### config.mk
export PLATFORM = sky130hd
export DESIGN_NAME = ascii_plus_minus_sum_parser_top
export DESIGN_NICKNAME = d
export VERILOG_FILES = /design/src/hw/rtl/aspsp_pkg.sv /design/src/hw/rtl/aspsp_front.sv /design/src/hw/rtl/aspsp_token_fifo.sv /design/src/hw/rtl/aspsp_back.sv /design/src/hw/rtl/ascii_plus_minus_sum_parser_top.sv
export SDC_FILE = /design/constraint.sdc
export NUM_CORES = 1
export LEC_CHECK = 0
export BUFFER_PORTS_ARGS = -buffer_cell sky130_fd_sc_hd__buf_2
export CAP_MARGIN = 20
export CELL_PAD_IN_SITES_DETAIL_PLACEMENT = 1
export CELL_PAD_IN_SITES_GLOBAL_PLACEMENT = 1
export CORE_MARGIN = 10
export CORE_UTILIZATION = 51
export DETAILED_ROUTE_END_ITERATION = 10
export GPL_TIMING_DRIVEN = 0
export PLACE_DENSITY = 0.92
export SLEW_MARGIN = 20
export SYNTH_ARGS = -nofsm -noshare
export SYNTH_HDL_FRONTEND = slang
export SYNTH_SLANG_ARGS = --single-unit
### constraint.sdc
create_clock -name clk -period 7.25 [get_ports clk]
set_input_delay 0 -clock clk [delete_from_list [all_inputs] [get_ports clk]]
set_output_delay 0 -clock clk [all_outputs]
set_load 0.005 [all_outputs]
### src/hw/rtl/aspsp_pkg.sv
`timescale 1ns / 1ps

package aspsp_pkg;

    // Width of each number and of the running sum (two's complement range)
    localparam int VALUE_WIDTH = 32;
    localparam int ACC_W       = VALUE_WIDTH - 1;
    localparam int PROD_W      = VALUE_WIDTH + 3;
    localparam int SUM_W       = VALUE_WIDTH;
    localparam int RESULT_W    = 32;

    // Largest magnitude a number may take, at product width
    localparam logic [PROD_W-1:0] VAL_MAX =
        PROD_W'((64'd1 << (VALUE_WIDTH - 1)) - 64'd1);
    localparam logic [PROD_W-1:0] DECIMAL_BASE = PROD_W'(10);

    // Token queue and result queue geometry
    localparam int TQ_DEPTH = 4;
    localparam int TQ_AW    = 2;
    localparam int RQ_DEPTH = 2;
    localparam int RQ_AW    = 1;

    // ASCII codes of interest
    localparam logic [7:0] ASCII_ZERO  = 8'd48;
    localparam logic [7:0] ASCII_NINE  = 8'd57;
    localparam logic [7:0] ASCII_CR    = 8'd13;
    localparam logic [7:0] ASCII_LF    = 8'd10;
    localparam logic [7:0] ASCII_PLUS  = 8'd43;
    localparam logic [7:0] ASCII_MINUS = 8'd45;

    // Class of an incoming byte, decided by the front end
    typedef enum logic [2:0] {
        TOK_DIGIT,
        TOK_PLUS,
        TOK_MINUS,
        TOK_CR,
        TOK_LF,
        TOK_BAD
    } tok_cls_t;

    // Class of the previous accepted byte, kept by the back end
    typedef enum logic [2:0] {
        CLS_START,
        CLS_DIGIT,
        CLS_SIGN,
        CLS_CR,
        CLS_LF
    } prev_cls_t;

    typedef struct packed {
        logic [7:0] data_byte;
        logic       last_byte;
        logic       empty_message;
    } in_item_t;

    typedef struct packed {
        logic signed [RESULT_W-1:0] sum_value;
        logic                       error_flag;
    } out_item_t;

    // Classified byte passed from front to back through the token queue
    typedef struct packed {
        tok_cls_t   cls;
        logic [3:0] digit;
        logic       last;
        logic       empty_msg;
    } token_t;

    // Finished message waiting for its final term to be added
    typedef struct packed {
        logic [SUM_W-1:0] sum;
        logic [ACC_W-1:0] accum;
        logic             neg;
        logic             err;
    } fin_t;

endpackage

### src/hw/rtl/aspsp_front.sv
`timescale 1ns / 1ps

module aspsp_front (
    input  aspsp_pkg::in_item_t item,
    input  logic                push,
    input  logic                tq_full,
    output logic                tq_wr,
    output aspsp_pkg::token_t   token
);
    import aspsp_pkg::*;

    // A transfer happens when the token queue has room
    assign tq_wr = push && !tq_full;

    // Byte classification
    always_comb
    begin
        token.digit     = 4'(item.data_byte - ASCII_ZERO);
        token.last      = item.last_byte;
        token.empty_msg = item.empty_message;
        if (item.data_byte inside {[ASCII_ZERO:ASCII_NINE]})
        begin
            token.cls = TOK_DIGIT;
        end
        else if (item.data_byte == ASCII_PLUS)
        begin
            token.cls = TOK_PLUS;
        end
        else if (item.data_byte == ASCII_MINUS)
        begin
            token.cls = TOK_MINUS;
        end
        else if (item.data_byte == ASCII_CR)
        begin
            token.cls = TOK_CR;
        end
        else if (item.data_byte == ASCII_LF)
        begin
            token.cls = TOK_LF;
        end
        else
        begin
            token.cls = TOK_BAD;
        end
    end

endmodule

### src/hw/rtl/aspsp_token_fifo.sv
`timescale 1ns / 1ps

module aspsp_token_fifo (
    input  logic              clk,
    input  logic              rst_n,
    input  logic              wr,
    input  aspsp_pkg::token_t wr_token,
    output logic              full,
    input  logic              rd,
    output aspsp_pkg::token_t rd_token,
    output logic              valid
);
    import aspsp_pkg::*;

    token_t             mem_reg [TQ_DEPTH];
    logic [TQ_AW-1:0]   wr_ptr_reg, wr_ptr_next;
    logic [TQ_AW-1:0]   rd_ptr_reg, rd_ptr_next;
    logic [TQ_AW:0]     cnt_reg, cnt_next;
    logic               do_wr, do_rd;

    assign full     = (cnt_reg == (TQ_AW+1)'(TQ_DEPTH));
    assign valid    = (cnt_reg != '0);
    assign rd_token = mem_reg[rd_ptr_reg];
    assign do_wr    = wr && !full;
    assign do_rd    = rd && valid;

    // Pointer and fill count update
    always_comb
    begin
        wr_ptr_next = do_wr ? wr_ptr_reg + 1'b1 : wr_ptr_reg;
        rd_ptr_next = do_rd ? rd_ptr_reg + 1'b1 : rd_ptr_reg;
        cnt_next    = cnt_reg;
        if (do_wr && !do_rd)
        begin
            cnt_next = cnt_reg + 1'b1;
        end
        else if (!do_wr && do_rd)
        begin
            cnt_next = cnt_reg - 1'b1;
        end
    end

    always_ff @(posedge clk or negedge rst_n)
    begin
        if (!rst_n)
        begin
            wr_ptr_reg <= '0;
            rd_ptr_reg <= '0;
            cnt_reg    <= '0;
        end
        else
        begin
            wr_ptr_reg <= wr_ptr_next;
            rd_ptr_reg <= rd_ptr_next;
            cnt_reg    <= cnt_next;
        end
    end

    // Storage
    always_ff @(posedge clk)
    begin
        if (do_wr)
        begin
            mem_reg[wr_ptr_reg] <= wr_token;
        end
    end

endmodule

### src/hw/rtl/aspsp_back.sv
`timescale 1ns / 1ps

module aspsp_back (
    input  logic                 clk,
    input  logic                 rst_n,
    input  logic                 tok_valid,
    input  aspsp_pkg::token_t    tok,
    output logic                 tok_rd,
    output logic                 empty,
    input  logic                 pop,
    output aspsp_pkg::out_item_t result
);
    import aspsp_pkg::*;

    // Message state
    logic [ACC_W-1:0]  accum_reg, accum_next;
    logic [SUM_W-1:0]  sum_reg, sum_next;
    logic              neg_reg, neg_next;
    prev_cls_t         prev_reg, prev_next;
    logic              err_reg, err_next;

    // Byte step results
    logic [ACC_W-1:0]  acc_s;
    logic [SUM_W-1:0]  sum_s;
    logic              neg_s;
    prev_cls_t         prev_s;
    logic              err_s;
    logic [PROD_W-1:0] prod;
    logic [SUM_W:0]    term_sum;
    logic              term_ovf;

    // Finish stage
    fin_t              fin_reg, fin_next;
    logic              fin_valid_reg, fin_valid_next;
    logic              fin_ready, fin_adv, take;
    logic [SUM_W:0]    fin_sum;
    out_item_t         fin_out;

    // Result queue
    out_item_t         rq_mem_reg [RQ_DEPTH];
    logic [RQ_AW-1:0]  rq_wr_ptr_reg, rq_rd_ptr_reg;
    logic [RQ_AW:0]    rq_cnt_reg, rq_cnt_next;
    logic              rq_full, rq_rd;

    assign rq_full   = (rq_cnt_reg == (RQ_AW+1)'(RQ_DEPTH));
    assign empty     = (rq_cnt_reg == '0);
    assign rq_rd     = pop && !empty;
    assign result    = rq_mem_reg[rq_rd_ptr_reg];

    assign fin_adv   = fin_valid_reg && (!rq_full || pop);
    assign fin_ready = !fin_valid_reg || fin_adv;
    assign take      = tok_valid && fin_ready;
    assign tok_rd    = take;

    // Digit step: multiply by ten and add, in product width
    assign prod = PROD_W'(accum_reg) * DECIMAL_BASE + PROD_W'(tok.digit);

    // Sign step: close the current term into the running sum
    assign term_sum = neg_reg ? {sum_reg[SUM_W-1], sum_reg} - {2'b00, accum_reg}
                              : {sum_reg[SUM_W-1], sum_reg} + {2'b00, accum_reg};
    assign term_ovf = term_sum[SUM_W] != term_sum[SUM_W-1];

    // Effect of one byte on the message state
    always_comb
    begin
        acc_s  = accum_reg;
        sum_s  = sum_reg;
        neg_s  = neg_reg;
        prev_s = prev_reg;
        err_s  = err_reg;
        if (!err_reg)
        begin
            case (tok.cls)
                TOK_DIGIT:
                begin
                    if (prev_reg == CLS_CR || prev_reg == CLS_LF || prod > VAL_MAX)
                    begin
                        err_s = 1'b1;
                    end
                    else
                    begin
                        acc_s  = prod[ACC_W-1:0];
                        prev_s = CLS_DIGIT;
                    end
                end
                TOK_PLUS, TOK_MINUS:
                begin
                    if (prev_reg != CLS_DIGIT || term_ovf)
                    begin
                        err_s = 1'b1;
                    end
                    else
                    begin
                        sum_s  = term_sum[SUM_W-1:0];
                        acc_s  = '0;
                        neg_s  = (tok.cls == TOK_MINUS);
                        prev_s = CLS_SIGN;
                    end
                end
                TOK_CR:
                begin
                    if (prev_reg != CLS_DIGIT)
                    begin
                        err_s = 1'b1;
                    end
                    else
                    begin
                        prev_s = CLS_CR;
                    end
                end
                TOK_LF:
                begin
                    if (prev_reg != CLS_CR)
                    begin
                        err_s = 1'b1;
                    end
                    else
                    begin
                        prev_s = CLS_LF;
                    end
                end
                default:
                begin
                    err_s = 1'b1;
                end
            endcase
        end
    end

    // State update and hand-off to the finish stage
    always_comb
    begin
        accum_next     = accum_reg;
        sum_next       = sum_reg;
        neg_next       = neg_reg;
        prev_next      = prev_reg;
        err_next       = err_reg;
        fin_next       = fin_reg;
        fin_valid_next = fin_valid_reg;
        if (fin_ready)
        begin
            fin_valid_next = 1'b0;
        end
        if (take)
        begin
            if (tok.empty_msg || tok.last)
            begin
                fin_valid_next = 1'b1;
                fin_next.sum   = sum_s;
                fin_next.accum = acc_s;
                fin_next.neg   = neg_s;
                fin_next.err   = tok.empty_msg || err_s ||
                                 (prev_s != CLS_DIGIT && prev_s != CLS_LF);
                accum_next     = '0;
                sum_next       = '0;
                neg_next       = 1'b0;
                prev_next      = CLS_START;
                err_next       = 1'b0;
            end
            else
            begin
                accum_next = acc_s;
                sum_next   = sum_s;
                neg_next   = neg_s;
                prev_next  = prev_s;
                err_next   = err_s;
            end
        end
    end

    always_ff @(posedge clk or negedge rst_n)
    begin
        if (!rst_n)
        begin
            accum_reg     <= '0;
            sum_reg       <= '0;
            neg_reg       <= 1'b0;
            prev_reg      <= CLS_START;
            err_reg       <= 1'b0;
            fin_valid_reg <= 1'b0;
        end
        else
        begin
            accum_reg     <= accum_next;
            sum_reg       <= sum_next;
            neg_reg       <= neg_next;
            prev_reg      <= prev_next;
            err_reg       <= err_next;
            fin_valid_reg <= fin_valid_next;
        end
    end

    always_ff @(posedge clk)
    begin
        fin_reg <= fin_next;
    end

    // Finish stage: add the last term and check the final range
    assign fin_sum = fin_reg.neg
                   ? {fin_reg.sum[SUM_W-1], fin_reg.sum} - {2'b00, fin_reg.accum}
                   : {fin_reg.sum[SUM_W-1], fin_reg.sum} + {2'b00, fin_reg.accum};

    always_comb
    begin
        fin_out.error_flag = fin_reg.err || (fin_sum[SUM_W] != fin_sum[SUM_W-1]);
        fin_out.sum_value  = fin_out.error_flag
                           ? '0
                           : RESULT_W'(signed'(fin_sum[SUM_W-1:0]));
    end

    // Result queue: two entries so a waiting result never blocks the next
    always_comb
    begin
        rq_cnt_next = rq_cnt_reg;
        if (fin_adv && !rq_rd)
        begin
            rq_cnt_next = rq_cnt_reg + 1'b1;
        end
        else if (!fin_adv && rq_rd)
        begin
            rq_cnt_next = rq_cnt_reg - 1'b1;
        end
    end

    always_ff @(posedge clk or negedge rst_n)
    begin
        if (!rst_n)
        begin
            rq_wr_ptr_reg <= '0;
            rq_rd_ptr_reg <= '0;
            rq_cnt_reg    <= '0;
        end
        else
        begin
            if (fin_adv)
            begin
                rq_wr_ptr_reg <= rq_wr_ptr_reg + 1'b1;
            end
            if (rq_rd)
            begin
                rq_rd_ptr_reg <= rq_rd_ptr_reg + 1'b1;
            end
            rq_cnt_reg <= rq_cnt_next;
        end
    end

    always_ff @(posedge clk)
    begin
        if (fin_adv)
        begin
            rq_mem_reg[rq_wr_ptr_reg] <= fin_out;
        end
    end

endmodule

### src/hw/rtl/ascii_plus_minus_sum_parser_top.sv
`timescale 1ns / 1ps

// Evaluates a byte stream such as "12+7-30", optionally closed by CR LF, one
// byte per transfer, and queues one result (signed 32-bit sum or error flag)
// per message, raised on the byte marked last or on an empty-message marker.
// Sustained rate is one byte per clock while results are popped: the front
// end classifies a byte as it is pushed, a four-entry token queue decouples
// it from the back end, which, unless its finish stage is held, applies one
// byte a cycle (a multiply-by-ten-and-add or a term addition) and then adds
// the final term in a separate finish stage, whose result goes into a
// two-entry result queue that lets bytes keep flowing while results wait
// to be popped. Numbers above 2^31-1 and sums outside the signed 32-bit
// range give an error, and an error result always carries a zero sum.
module ascii_plus_minus_sum_parser_top (
    input  logic                 clk,
    input  logic                 rst_n,
    input  logic                 push,
    output logic                 full,
    input  aspsp_pkg::in_item_t  item,
    output logic                 empty,
    input  logic                 pop,
    output aspsp_pkg::out_item_t result
);
    import aspsp_pkg::*;

    token_t token_in, token_out;
    logic   tq_wr, tq_rd, tq_valid;

    aspsp_front u_front (
        .item    (item),
        .push    (push),
        .tq_full (full),
        .tq_wr   (tq_wr),
        .token   (token_in)
    );

    aspsp_token_fifo u_token_fifo (
        .clk      (clk),
        .rst_n    (rst_n),
        .wr       (tq_wr),
        .wr_token (token_in),
        .full     (full),
        .rd       (tq_rd),
        .rd_token (token_out),
        .valid    (tq_valid)
    );

    aspsp_back u_back (
        .clk       (clk),
        .rst_n     (rst_n),
        .tok_valid (tq_valid),
        .tok       (token_out),
        .tok_rd    (tq_rd),
        .empty     (empty),
        .pop       (pop),
        .result    (result)
    );

endmodule
After elaboration in Yosys (flattened, before gate mapping)
Memories as Yosys holds them, arrays and structs flattened.
Cells that the tools add are included.
- word-level logic and storage cells: 136
- memories: 2
- bits of input ports: 14
- RAM bits: 102
- register bits after elaboration: 145
- output and inout bits: 35
- add/sub/neg operators: 14
- order comparisons: 3
- multiply operators: 1
- reductions and logical operators: 36
- equal/unequal tests: 18
- multiplexer cells: 46
- memory list (name ; words ; bits a word ; read ports ; clocked after Yosys merged registers in ; wr ports ; line ; source):
    u_back.rq_mem_reg ; 2 ; 33 ; 1 ; 0 ; 1 ; aspsp_back.sv:40 ; out_item_t rq_mem_reg [RQ_DEPTH];
    u_token_fifo.mem_reg ; 4 ; 9 ; 1 ; 0 ; 1 ; aspsp_token_fifo.sv:15 ; token_t mem_reg [TQ_DEPTH];
- operator list (operator ; number):
    $mux 32 ; 5
    $mux 31 ; 4
    $add 32x32->33 ; 2
    $mux 33 ; 2
    $sub 32x32->33 ; 2
    $pmux 31 s2 ; 1
    $mux 3 ; 12
    $add 35x4->35 ; 1
    $gt 35x31->1 const B ; 1
    $mul 31x3->34 const B ; 1
    $mux 1 ; 18
    $eq 8x4->1 const B ; 2
    $eq 8x6->1 const B ; 2
    $logic_and 1x1->1 ; 12
    $pmux 3 s4 ; 1
    $eq 3x2->1 const B ; 3
    $eq 3x3->1 const B ; 3
    $logic_or 1x1->1 ; 9
    $ge 8x6->1 const B ; 1
    $le 8x6->1 const B ; 1
    $logic_not 1->1 ; 8
    $add 2x1->2 const B ; 3
    $ne 3x1->1 const B ; 2
    $mux 2 ; 2
    17 further kinds ; 20

Logic depth before layout (Yosys ltp)
- depth in word-level cells: 10
- depth in mapped cells: 24
- gate-level depth less buffers: 22

By module
A second synthesis with hierarchy kept.
- cells, all modules: 1690
- area, all modules: 17555.6 sq um
- modules (own cells, without submodules) (module ; cells an instance ; area each (sq um) ; times used ; seq. area each (sq um)):
    aspsp_back ; 1588 ; 15683.8 ; 1 ; 5760.5
    aspsp_token_fifo ; 82 ; 1736.7 ; 1 ; 1256.2
    aspsp_front ; 20 ; 135.1 ; 1 ; 0.0

Worst setup path after synthesis
OpenSTA, ideal clock, no wires.
- kind: flip-flop to flip-flop
- from: reg u_back.accum_reg[2]
- to: reg u_back.fin_reg[1] (netlist bit), data pin
- path buffers: 3
- period minus slack after synthesis: 5.335 ns
- required time: 6.990 ns
- stages on the path, launching flop included: 21
- path slack: 1.915 ns
- library setup time: 0.260 ns
- data arrival time: 5.076 ns
- cell sequence: dfrtp_1 > clkbuf_1 > or4_1 > nor4_1 > and2_1 > nand2_1 > nor4_1 > nor2_1 > xnor2_1 > ha_1 > a21o_1 > a221oi_1 > a21bo_2 > a21o_1 > a31oi_1 > o31a_1 > xnor3_1 > nor4_4 > buf_4 > buf_4 > mux2_2
- longest elaborated chain between the ends: 7
- elaborated cells on any way between the ends: 8
- those cells by class: add/sub (2); eq/ne (1); mux (4); reduce/logical (1)
- RTL lines (element ; line ; source):
    start: declaration ; aspsp_back.sv:16 ; logic [ACC_W-1:0] accum_reg, accum_next;
    start signal: assignment ; aspsp_back.sv:184 ; accum_reg <= accum_next;
    $add 32x32->33 / $sub 32x32->33 (equally long branches) ; aspsp_back.sv:60, aspsp_back.sv:59 ;
    $mux 33 (*) ; aspsp_back.sv:59 ; assign term_sum = neg_reg ? {sum_reg[SUM_W-1], sum_reg} - {2'b00, accum_reg}
    $ne 1x1->1 (*) ; aspsp_back.sv:61 ; assign term_ovf = term_sum[SUM_W] != term_sum[SUM_W-1];
    $logic_or 1x1->1 (*) ; aspsp_back.sv:88 ; if (prev_reg != CLS_DIGIT || term_ovf)
    $mux 1 (*) ; aspsp_back.sv:88 ;
    $mux 1 (*) ; aspsp_back.sv:73 ; case (tok.cls)
    $mux 1 (*) ; aspsp_back.sv:71 ; if (!err_reg)
    net u_back.neg_s ; aspsp_back.sv:25 ; logic neg_s;
    end signal: assignment ; aspsp_back.sv:195 ; fin_reg <= fin_next;
    end: declaration ; aspsp_back.sv:33 ; fin_t fin_reg, fin_next;
Mark *: on every way through the listed nets, which the timed path passes. The rest lies on a longest branch.
A chain may end at the register's enable or synchronous reset.

Worst setup path in the final report
Same ends and word-level chain as after synthesis.

==> results.cfg <==
[outcome]
outcome = complete, but fails checks
violations = negative hold slack

[power]
p_sw_mw = 5.07
p_int_mw = 5.55
p_leak_nw = 7.99
power_frac_seq = 0.232
sw_frac_of_total = 0.477
vdd_drop_max_uv = 298
clock_power_share = 0.125
p_comb_frac = 0.643
power_density_nw_per_um2 = 549

[critical_path]
worstPathRequired_ns = 7.54
end_kind = flop
worstSetupPathType = flop to flop
startpoint_type = flop
cp_max_fo = 10
arrival_ns = 6.95

[global_route]
grt_max_degree = 74
track_usage = 0.257
grt_overflow = 0
first_global_vias = 15890
grt_pass1_wl_mm = 87.2
antenna_found_initial = 0

[logic_synthesis]
synthFlopType = edfxtp_1
synth.area.top_cells = edfxtp_1, dfrtp_1, ha_1
yosysSeqAreaShare = 0.401
synth_edf_count = 167
syn_area_um2 = 17500
yosysMostFrequentCell = edfxtp_1
syn_inst = 1681
syn_avg_cell_area_um2 = 10.4
synth_common_cells = edfxtp_1, nor2_1, ha_1
yosys.area.top_type = edfxtp_1
async_flop_share = 0.324
ys_warn_count = 0
ys_ff_latch = 247
synth_cell_type_count = 103
synth_nets = 1833
netlist.area_leader.share = 0.286

[route]
drtPass1Iterations = 5
drtIter0Drc = 1004
via_per_inst = 6.42
vias = 14386
postRouteAntennaNets = 0
wire_per_inst_um = 24.4
wl_mm = 54.8
drc_errors = 0

[placement]
dp_hpwl_mm = 41.2
dp_cells = 2180
numPortBuffers = 48
place_congestion = 0.905

[min_path]
min_path_type = input pin to async pin

[cells_and_area]
num_antenna_cells = 0
layout.cells.non_filler = 2240
layout.nets = 1924
largest_reg_flops = 66
area_delta_synth_final_pct = 10.5
drive_gt1_frac = 0.133
fill_cells = 3677

[cts]
clk_pin_slew_worst_paths_ns = 0.06
numCtsBuffers = 26
root_buffer = clkbuf_16
cts_tree = done
cts_buffer_depth = 3
clock_latency_ns = 0.55
cts_max_level = 1
post_cts_resized = 0
cts_sinks = 247

[run]
cap_violations = 0

[floorplan]
fp.dieArea_um2 = 42100
start_util = 0.520
core_region_area_um2 = 33700
die_y_um = 205
die_w_um = 205
ios = 49
rows = 67

[sta]
tightestPinTransition_ns = 0.871
max-slew-margin-rel = 0.415
post-route-period-util = 0.919
fmax_mhz = 150
finalHoldViolations = 4
min_period_ns = 6.66
final-setup-viol-count = 0
rsz0062_at_grt = no
drv_slew = 0
clock_skew_ns = 0.00927
whs_ns = -0.0149
setup-tns-final_ns = 0
-- worst paths after layout --
path | from | end | slack, ns | depth (start not counted)
setup / recovery | u_back.accum_reg[2] | u_back.fin_reg[1] | 0.59 | 20
hold / removal | rst_n | u_back.rq_rd_ptr_reg | -0.01 | 2
setup reg to reg | u_back.accum_reg[2] | u_back.fin_reg[1] | 0.59 | 20
hold reg to reg | u_token_fifo.cnt_reg[2] | u_token_fifo.cnt_reg[2] | 0.50 | 1
max in group asynchronous | rst_n | u_back.accum_reg[3] | 6.62 | 3
min in group clk | item[8] | u_token_fifo.mem_reg[0][7] | 0.03 | 4
-- per-layer routing --
metal  vias to the layer above  global-route usage  part of all wire
met5                         -                   0                 0
met4                         0               0.131             0.051
met3                       179              0.0371             0.051
met2                       490               0.465              0.51
met1                      7208               0.288              0.39
li1                       6509                   -                 -
-- logic make-up after synthesis --
kind of cell / count (synthesis) / synth area share
adders and majority gates: 138 / 0.101
buffers and inverters: 117 / 0.0298
muxes: 81 / 0.0577
DFF: 247 / 0.401
xor gates and xnor gates: 170 / 0.0862
and+or+nand+nor: 474 / 0.141
AOI/OAI and AO/OA: 454 / 0.184
-- power by group through the flow --
stage	Sequential, mW	Combinational, mW	Clock [mW]
detailed placement	2.47	6.53	0
global placement	2.44	6.03	0
CTS	2.46	6.76	1.33
global route	2.51	7.39	1.39
floorplan	2.36	4.78	0
finish	2.47	6.83	1.32
-- layout by cell type (no fill, tap or decap), types with 13 or more instances in the layout --
cell / synthesis / routed
a21o_1: 41 / 41
a21oi_1: 127 / 127
a22o_1: 37 / 37
a31oi_1: 18 / 18
a32o_1: 24 / 24
and2_1: 16 / 15
and3_1: 13 / 13
buf_2: 12 / 59
clkbuf_1: 33 / 38
clkbuf_16: 0 / 27
dfrtp_1: 80 / 80
edfxtp_1: 167 / 167
ha_1: 133 / 133
inv_1: 55 / 55
mux2_2: 65 / 65
nand2_1: 120 / 120
nand2b_1: 14 / 14
nand3_1: 28 / 28
nor2_1: 138 / 137
nor2b_1: 19 / 19
nor3_1: 40 / 40
o21a_1: 15 / 15
o21ai_0: 56 / 56
o21bai_1: 15 / 15
o22ai_1: 19 / 19
xnor2_1: 132 / 132
xor2_1: 36 / 36
-- cell type report --
type / instances / area (um^2) / share of cell area
inverter: 57 / 219 / 0.0113
sequential: 247 / 7020 / 0.363
timing repair buffer: 63 / 425 / 0.0220
buffer: 60 / 308 / 0.0159
tap: 448 / 561 / 0.0290
clock buffer: 38 / 777 / 0.0402
clock inverter: 10 / 57.6 / 0.00298
multi-input combinational: 1317 / 9980 / 0.516
-- worst max-delay path, stage by stage (launching register included) --
cell and delay (ns):
dfrtp_1 0.42, clkbuf_1 0.22, or4_1 0.57, nor4_1 0.42, and2_1 0.26, nand2_1 0.12
nor4_1 0.24, nor2_1 0.09, xnor2_1 0.16, ha_1 0.36, and3_1 0.23, a221oi_1 0.42
a21bo_2 0.29, a21o_1 0.18, a31oi_1 0.50, o31a_1 0.28, xnor3_1 0.42, nor4_4 0.27
buf_4 0.29, buf_4 0.24, mux2_2 0.39
-- metrics by stage --
stage | setup WS [ns] | hold WS [ns] | area, um^2 | utilization | power (mW)
2_1_floorplan | 1.91 | -0.296 | 17500 | - | 7.14
3_3_place_gp | 0.696 | 0.213 | 18300 | 0.543 | 8.48
3_5_place_dp | 0.496 | 0.0279 | 18400 | 0.546 | 9.01
4_1_cts | 0.270 | 0.00243 | 19300 | 0.574 | 10.5
5_1_grt | 0.332 | 0.0348 | 19300 | 0.574 | 11.3
6_report | 0.587 | -0.0149 | 19300 | 0.574 | 10.6
-- repair_timing --
| action | CTS | global route |
|---|---|---|
| hold endpoints to repair | 114 | 0 |
| buffers inserted | 0 | 2 |
| setup endpoints to repair | 0 | 4 |
| hold buffers | 10 | 0 |
(Power assumes the default switching activity.)
